[config.mk]
export PLATFORM = sky130hd
export DESIGN_NAME = pcree_ctrl
export DESIGN_NICKNAME = d
export VERILOG_FILES = /design/src/hw/rtl/pcree_pkg.sv /design/src/hw/rtl/pcree_ctrl.sv
export SDC_FILE = /design/constraint.sdc
export NUM_CORES = 1
export LEC_CHECK = 0
export BUFFER_PORTS_ARGS = -buffer_cell sky130_fd_sc_hd__buf_2
export CAP_MARGIN = 10
export CORE_AREA = 2 2 39 41
export DETAILED_ROUTE_END_ITERATION = 8
export DIE_AREA = 0 0 41 43
export PLACE_DENSITY = 0.62
export SLEW_MARGIN = 40
export SYNTH_ARGS = -nofsm -noshare
export SYNTH_HDL_FRONTEND = slang
export SYNTH_SLANG_ARGS = --single-unit
[constraint.sdc]
create_clock -name clk -period 2.03 [get_ports clk]
set_input_delay 0.406 -clock clk [delete_from_list [all_inputs] [get_ports clk]]
set_output_delay 0.406 -clock clk [all_outputs]
set_load 0.02 [all_outputs]
[src/hw/rtl/pcree_pkg.sv]
package pcree_pkg;

	// field widths
	localparam int unsigned CH_BITS       = 10;
	localparam int unsigned WEIGHT_BITS   = 16;
	localparam int unsigned ACT_BITS      = 16;
	localparam int unsigned ADDS_BITS     = 32;
	localparam int unsigned NCH_BITS      = 11;
	localparam int unsigned RANGE_BITS    = 26;
	localparam int unsigned PEAK_BITS     = 16;
	localparam int unsigned EST_BITS      = 63;
	localparam int unsigned CFG_IDX_BITS  = 2;
	localparam int unsigned CFG_DATA_BITS = 32;

	// final arithmetic: base term and its split for the last multiply
	localparam int unsigned BASE_BITS = 44;
	localparam int unsigned BASE_HALF = BASE_BITS / 2;

	// per-entry epoch tag
	localparam int unsigned             EPOCH_BITS  = 4;
	localparam logic [EPOCH_BITS-1:0]   EPOCH_NONE  = '0;
	localparam logic [EPOCH_BITS-1:0]   EPOCH_FIRST = EPOCH_BITS'(1);
	localparam logic [EPOCH_BITS-1:0]   EPOCH_LAST  = '1;

	// configuration register indexes
	localparam logic [CFG_IDX_BITS-1:0] CFG_ACT_MIN = 2'd0;
	localparam logic [CFG_IDX_BITS-1:0] CFG_ACT_MAX = 2'd1;
	localparam logic [CFG_IDX_BITS-1:0] CFG_ADDS    = 2'd2;
	localparam logic [CFG_IDX_BITS-1:0] CFG_NCH     = 2'd3;

	// configuration reset values
	localparam logic [ADDS_BITS-1:0] ADDS_RESET = ADDS_BITS'(1);
	localparam logic [NCH_BITS-1:0]  NCH_RESET  = NCH_BITS'(1024);

	typedef struct packed {
		logic accept;
		logic update;
		logic sweep;
		logic mul1;
		logic mul2;
		logic sum;
		logic mul3;
		logic load;
	} cmd_t;

	typedef struct packed {
		logic sweep_done;
		logic last_item;
		logic out_free;
		logic epoch_wrap;
	} sts_t;

endpackage

[src/hw/rtl/pcree_ctrl.sv]
module pcree_ctrl import pcree_pkg::*; (
	input  logic clk,
	input  logic arst_n,
	input  logic weight_valid,
	output logic weight_stall,
	input  sts_t sts,
	output cmd_t cmd
);

	typedef enum logic [7:0] {
		S_SWEEP  = 8'b0000_0001,
		S_IDLE   = 8'b0000_0010,
		S_UPDATE = 8'b0000_0100,
		S_MUL1   = 8'b0000_1000,
		S_MUL2   = 8'b0001_0000,
		S_SUM    = 8'b0010_0000,
		S_MUL3   = 8'b0100_0000,
		S_DONE   = 8'b1000_0000
	} state_t;

	state_t state_q, state_d;

	always_ff @(posedge clk or negedge arst_n) begin
		if (!arst_n) begin
			state_q <= S_SWEEP;
		end else begin
			state_q <= state_d;
		end
	end

	always_comb begin
		state_d      = state_q;
		cmd          = '0;
		weight_stall = 1'b1;
		unique case (state_q)
			S_SWEEP: begin
				cmd.sweep = 1'b1;
				if (sts.sweep_done) begin
					state_d = S_IDLE;
				end
			end
			S_IDLE: begin
				weight_stall = 1'b0;
				cmd.accept   = weight_valid;
				if (weight_valid) begin
					state_d = S_UPDATE;
				end
			end
			S_UPDATE: begin
				cmd.update = 1'b1;
				state_d    = sts.last_item ? S_MUL1 : S_IDLE;
			end
			S_MUL1: begin
				cmd.mul1 = 1'b1;
				state_d  = S_MUL2;
			end
			S_MUL2: begin
				cmd.mul2 = 1'b1;
				state_d  = S_SUM;
			end
			S_SUM: begin
				cmd.sum = 1'b1;
				state_d = S_MUL3;
			end
			S_MUL3: begin
				cmd.mul3 = 1'b1;
				state_d  = S_DONE;
			end
			S_DONE: begin
				// hold until the result register is free
				cmd.load = sts.out_free;
				if (sts.out_free) begin
					state_d = sts.epoch_wrap ? S_SWEEP : S_IDLE;
				end
			end
			default: begin
				state_d = S_SWEEP;
			end
		endcase
	end

endmodule

==> impl_results.rst, run 1 <==
.. list-table::
   :header-rows: 1

   * - Metric
     - Value
   * - Outcome
     - finished with violations
   * - Violated checks
     - negative setup slack
   * - Average via count per standard cell
     - 5.17
   * - Syn Area/Cell
     - 9.41 um2
   * - Highest Clock Rate
     - 487 MHz
   * - Vias in the first global route
     - 421
   * - Yosys cell types
     - 19
   * - Die outline height
     - 43 um
   * - Period utilisation layout
     - 101%
   * - Cell area after layout
     - 768 um2
   * - Critical R2R Launch
     - state_q[2]$_DFFE_PN0P_
   * - Slowest cell delay on critical path
     - 440 ps
   * - Antenna cells
     - 0
   * - Min Tclk post-route
     - 2050 ps
   * - Register clock-pin slew on the reported worst setup and hold paths
     - 60 ps
   * - Largest area contributor in the synthesized netlist
     - dfrtp_1
   * - Total Nets Final
     - 91
   * - DRC errors left
     - 0
   * - Arr. time, crit path
     - 1650 ps
   * - Post-synthesis async set-or-reset flop share
     - 100%
   * - Placed wire-length estimate
     - 779 um
   * - Pins over their slew limit
     - 0
   * - Startpoint class of the critical path
     - register
   * - Critical path origin
     - state_q[1]$_DFFE_PN0P_
   * - Drt first-iter violations
     - 13
   * - Endpoints failing setup
     - 2
   * - Crit end category
     - primary output
   * - Max-Cap Viols
     - 0
   * - Clock tree from TritonCTS
     - yes
   * - Post-synthesis sequential area ratio
     - 39.7%
   * - Number of buffers between clock root and the deepest sink
     - 2
   * - Pin slew with the least headroom to its limit
     - 316 ps
   * - Std cell rows
     - 14
   * - Number of clock sinks
     - 8
   * - Cell Area, Placed
     - 603 um2
   * - Max-slew headroom
     - 78.8%
   * - First-pass GRT wire length
     - 1.78 mm
   * - R2R setup slack
     - 170 ps
   * - Number of antenna violations at the first check in global routing
     - 0
   * - Number of routed nets with antenna violations
     - 0
   * - Detailed route wirelength on metal3
     - 63 um
   * - Post-Synth Adder-Cell Area
     - 0%
   * - Maximum net fanout on the critical path
     - 5
   * - Synth Area in Compound Gates
     - 10.1%
   * - Terminus of the critical flop-to-flop path
     - state_q[1]$_DFFE_PN0P_
   * - Synthesized netlist cell count
     - 54
   * - Fraction of synthesized cell area in xor and xnor cells
     - 6.90%
   * - Setup Skew
     - 4.89 ps
   * - Pin count of the biggest net entering global routing
     - 9
   * - Clock power share
     - 16.9%
   * - Number of hold violations in the final report
     - 0
   * - Number of clock buffers inserted by TritonCTS
     - 3
   * - Final Routed Wirelength
     - 1.25 mm
   * - Max layer used
     - met4
   * - Power Dens Cells
     - 1030 mW/mm2
   * - Met2 wire len
     - 590 um
   * - Flip-flop and latch count after synthesis
     - 8
   * - Number of primary I/O pins
     - 16
   * - Share of cell area taken by muxes after synthesis
     - 0%
   * - Clk_lat worst skew
     - 260 ps
   * - Full die area
     - 0.00176 mm2
   * - Total negative slack
     - -42.0 ps
   * - Cell internal power dissipation
     - 0.478 mW
   * - Setup repair after global routing missed its margin
     - true
   * - Main combinational cell family by area after synthesis
     - simple AND/OR/NAND/NOR gates
   * - Number of enable-type register cells in the synthesized netlist
     - 0
   * - Average wire per standard cell
     - 12.7 um
   * - Top post-synthesis cells by area
     - dfrtp_1 (34%), nor3b_1 (12%), nor4_4 (8.4%)
   * - Number of vias in the routed layout
     - 512
   * - Setup WS post-layout
     - -21.9 ps
   * - Most repeated cell in the gate-level netlist after synthesis
     - nor2_1
   * - Synthesized net count
     - 61
   * - Switching power summed over all nets
     - 0.317 mW
   * - WP data required
     - 1620 ps
   * - Simple-gate portion of the synthesized area
     - 39.7%
   * - Root buffer cell
     - clkbuf_4
   * - GRT Util Overall
     - 15.6%
   * - Crit-path cells
     - nor4_4 > nand2_1 > nor3b_2 > buf_4
   * - Number of buffers added on ports
     - 15
   * - Placed Cells incl. Taps
     - 85
   * - Comb power frac
     - 53.1%
   * - Top cell type's share of synthesized area
     - 34.5%
   * - Regs by FF count
     - state_q: 8 flops
   * - Netlist area before placement
     - 508 um2
   * - Fraction of final layout cells with drive strength greater than 1
     - 49.4%
   * - CP max-delay cell
     - dfrtp_2
   * - Total Power
     - 0.795 mW
   * - Area growth from synthesis to final layout
     - 51.2%
   * - Effective utilization at floorplan
     - 36.7%
   * - Hold Slack
     - 360 ps
   * - Most numerous cell types in the synthesized netlist
     - nor2_1 (9), nor3b_1 (8), dfrtp_1 (7)
   * - Number of flip-flops under the largest register name
     - 8
   * - Level count of the clock H-tree
     - 1
   * - Final weighted congestion in routability-driven placement
     - 0.722
   * - Warning count from the yosys run
     - 0
   * - Worst setup path endpoint
     - cmd[1]
   * - Final global-route overflow total
     - 0
   * - Detailed Routing Iterations Pass 1
     - 4
   * - Most flop-heavy register
     - state_q
   * - Met1 routed wirelength after detailed routing
     - 582 um
   * - Path type of the worst setup path
     - register to primary output
   * - Die width
     - 41 um
   * - Layout Cells excl Fill
     - 99
   * - Std-Cell Core Area
     - 0.00138 mm2
   * - Largest vdd supply drop
     - 679 uV
   * - Net switching fraction of the power
     - 39.8%
   * - Top_reg_cell synth
     - dfrtp_1
   * - Path class of the lowest-slack min-delay path
     - input pin to register
   * - Leakage power of the design
     - 0.367 nW
   * - Proportion of power drawn by flip-flops and latches
     - 29.9%
   * - Number of cells on the worst reg-to-reg path
     - 7
-- final cells by class --
class / instances / area (um2)
Sequential cell: 8 / 206
Timing Repair Buffer: 25 / 171
Clock buffer: 4 / 26.3
Tap cell: 16 / 20.0
Fill cell: 134 / 616
Inverter: 5 / 18.8
Multi-Input combinational cell: 41 / 325
-- critical path: cells and delay by family, from the launching register on --
kind,cells,cell delay (ps)
buf+inv,1,180
flops,1,440
simple gates,3,760
-- cells in the final DEF (no fill, tap or decap), drive strengths merged --
cell	netlist	final
xor2	3	3
inv	5	5
dfstp	1	1
nor2	9	9
dfrtp	7	7
nand3	3	3
o21ba	1	1
nor3b	8	8
o22ai	2	2
nand2	3	3
clkbuf	0	4
and2	1	1
nor4	2	2
o21ai	1	1
dlygate4sd3	0	1
a21oi	1	1
o21bai	1	1
or3	1	1
o2111a	1	1
xnor2	1	1
nand4b	3	3
buf	0	24
-- worst min path at each step --
stage / start / end / cells after the start
finish: sts[1] / state_q[7]$_DFFE_PN0P_ / 2
global route: sts[1] / state_q[7]$_DFFE_PN0P_ / 2
CTS: sts[1] / state_q[7]$_DFFE_PN0P_ / 2
detailed placement: arst_n / state_q[5]$_DFFE_PN0P_ / 1
global placement: arst_n / state_q[5]$_DFFE_PN0P_ / 1
floorplan: arst_n / state_q[1]$_DFFE_PN0P_ / 0
-- kinds of logic after synthesis --
| logic type | Yosys count |
|---|---|
| XOR/XNOR | 4 |
| AND/OR/NAND/NOR | 30 |
| AO/OA/AOI/OAI | 7 |
| flip-flops | 8 |
| buffers and inverters | 5 |
-- metal layers --
layer  up-vias  track usage (%)
li1        250                -
met1       236             21.6
met2        22             20.0
met3         4             4.71
met4         0             10.0
met5         -                0
-- timing repair --
action                                  in CTS  in global routing
endpoints found under the setup margin       7                 11
hold buffers                                 1                  0
buffers inserted                             4                  5
pin swaps                                    4                 11
gates resized for setup                      6                 13
hold endpoints to repair                     7                  0
-- power groups by stage --
stage,combinational [mW],sequential [mW],clock [mW]
6_report,0.422,0.238,0.135
5_1_grt,0.462,0.242,0.152
4_1_cts,0.360,0.237,0.141
3_5_place_dp,0.325,0.241,0
3_3_place_gp,0.321,0.240,0
2_1_floorplan,0.251,0.234,0
-- per-stage QoR --
| stage | setup WS, ps | utilization, % |
|---|---|---|
| after CTS | -7.63 | 49.5 |
| final | -21.9 | 55.5 |
| after global routing | -104 | 55.5 |
| after global placement | 216 | 43.6 |
| after detailed placement | 147 | 43.6 |
| after floorplan | 74.0 | - |
No activity file was read; power rests on OpenSTA's default activity.
==> inputs of run 2 (changes only) <==
- SKIP_LAST_GASP: default -> 1
==> impl_results.rst, run 2 (synthesis gave the netlist of run 1 again) <==
.. list-table::
   :header-rows: 1

   * - Metric
     - Value
   * - Outcome
     - finished with violations
   * - Violated checks
     - negative setup slack
   * - Antenna cells
     - 0
   * - Critical R2R Launch
     - state_q[2]$_DFFE_PN0P_
   * - Path type of the worst setup path
     - register to primary output
   * - Clk_lat worst skew
     - 260 ps
   * - Max-Cap Viols
     - 0
   * - Pins over their slew limit
     - 0
   * - Most frequent standard cell in the layout excluding fill and tap cells
     - buf_4
   * - WP data required
     - 1620 ps
   * - Number of clock sinks
     - 8
   * - Number of hold violations in the final report
     - 0
   * - Number of antenna violations at the first check in global routing
     - 0
   * - Number of flip-flops under the largest register name
     - 8
   * - Min Tclk post-route
     - 2050 ps
   * - Most flop-heavy register
     - state_q
   * - First-pass GRT wire length
     - 1.78 mm
   * - Terminus of the critical flop-to-flop path
     - state_q[1]$_DFFE_PN0P_
   * - Average wire per standard cell
     - 12.7 um
   * - Drt first-iter violations
     - 13
   * - Leakage power of the design
     - 0.367 nW
   * - Pin slew with the least headroom to its limit
     - 316 ps
   * - Number of primary I/O pins
     - 16
   * - Level count of the clock H-tree
     - 1
   * - Area growth from synthesis to final layout
     - 50.7%
   * - Placed wire-length estimate
     - 779 um
   * - Number of cells on the worst reg-to-reg path
     - 7
   * - Placed Cells incl. Taps
     - 85
   * - Maximum net fanout on the critical path
     - 5
   * - Setup WS post-layout
     - -21.9 ps
   * - Largest vdd supply drop
     - 679 uV
   * - Std cell rows
     - 14
   * - Final weighted congestion in routability-driven placement
     - 0.722
   * - Crit end category
     - primary output
   * - Endpoints failing setup
     - 2
   * - Start point of the worst min-delay path
     - sts[1]
   * - Detailed Routing Iterations Pass 1
     - 4
   * - Number of buffers between clock root and the deepest sink
     - 2
   * - Std-Cell Core Area
     - 0.00138 mm2
   * - Total Power
     - 0.795 mW
   * - Die outline height
     - 43 um
   * - Hold Slack
     - 360 ps
   * - Pin count of the biggest net entering global routing
     - 9
   * - Highest-count cells in the layout ignoring fill and taps
     - buf_4 (13), buf_2 (10), nor2_1 (9)
   * - GRT Util Overall
     - 15.6%
   * - Instance count along the most critical hold path
     - 2
   * - Effective utilization at floorplan
     - 36.7%
   * - Worst setup path endpoint
     - cmd[1]
   * - Setup repair after global routing missed its margin
     - true
   * - Startpoint class of the critical path
     - register
   * - Period utilisation layout
     - 101%
   * - Full die area
     - 0.00176 mm2
   * - Fraction of final layout cells with drive strength greater than 1
     - 49.4%
   * - Layout Cells excl Fill
     - 99
   * - DRC errors left
     - 0
   * - Arr. time, crit path
     - 1650 ps
   * - Setup Skew
     - 4.89 ps
   * - Final global-route overflow total
     - 0
   * - Max-slew headroom
     - 78.8%
   * - Placement Setup Slack
     - 147 ps
   * - Highest Clock Rate
     - 487 MHz
   * - Final Routed Wirelength
     - 1.25 mm
   * - Root buffer cell
     - clkbuf_4
   * - Number of buffers added on ports
     - 15
   * - Power Dens Cells
     - 1040 mW/mm2
   * - Clock tree from TritonCTS
     - yes
   * - Average via count per standard cell
     - 5.17
   * - R2R setup slack
     - 170 ps
   * - Number of clock buffers inserted by TritonCTS
     - 3
   * - Regs by FF count
     - state_q: 8 flops
   * - Critical path origin
     - state_q[1]$_DFFE_PN0P_
   * - Register clock-pin slew on the reported worst setup and hold paths
     - 60 ps
   * - Vias in the first global route
     - 421
   * - Die width
     - 41 um
   * - Total Nets Final
     - 91
   * - Number of vias in the routed layout
     - 512
   * - Number of routed nets with antenna violations
     - 0
   * - Path class of the lowest-slack min-delay path
     - input pin to register
   * - Total negative slack
     - -42.0 ps
[run 2: cell types whose count changed in the layout (fill, tap and decap cells not counted)]
cell   delta
buf_2     +1
buf_4     -1
[run 2: layout make-up]
cell class,count,area [um2]
Clock buffer,4,26.3
Fill cell,135,618
Inverter,5,18.8
Multi-Input combinational cell,41,325
Sequential cell,8,206
Tap cell,16,20.0
Timing Repair Buffer,25,169
[run 2: worst min path at each step]
| stage | slack, ps | end |
|---|---|---|
| 6_report | 360 | state_q[7]$_DFFE_PN0P_ |
| 3_3_place_gp | 260 | state_q[5]$_DFFE_PN0P_ |
| 2_1_floorplan | 110 | state_q[1]$_DFFE_PN0P_ |
| 5_1_grt | 370 | state_q[7]$_DFFE_PN0P_ |
| 3_5_place_dp | 260 | state_q[5]$_DFFE_PN0P_ |
| 4_1_cts | 350 | state_q[7]$_DFFE_PN0P_ |
[run 2: repair_timing]
item | in CTS | in global routing
resized for setup | 6 | 12
hold buffers | 1 | 0
pin swaps | 4 | 11
buffers inserted | 4 | 5
gates cloned | 0 | 0
hold endpoints to repair | 7 | 0
endpoints found under the setup margin | 7 | 11
[run 2: where the power goes]
group / total, mW / internal [mW] / switching (mW)
Combinational: 0.422 / 0.206 / 0.216
Clock: 0.135 / 0.0755 / 0.0591
Sequential: 0.238 / 0.196 / 0.0416
Total: 0.795 / 0.478 / 0.317
[run 2: worst max-delay path, stage by stage (launching register included)]
cell	delay (ps)
dfrtp_2	440
nor4_4	370
nand2_1	150
nor3b_2	240
buf_4	180
[run 2: metrics by stage]
step                      util [%]  area, um2
final                         55.3        766
after global routing          55.3        766
after CTS                     49.5        684
after detailed placement      43.6        603
after global placement        43.6        603
after floorplan                  -        508
[run 2: metal layers]
layer	share of wire, %	global-route usage (%)	up-vias
met5	0	0	-
met4	1.4	10.0	0
li1	-	-	250
met2	47	20.0	22
met3	5.3	4.71	4
met1	46	21.6	236
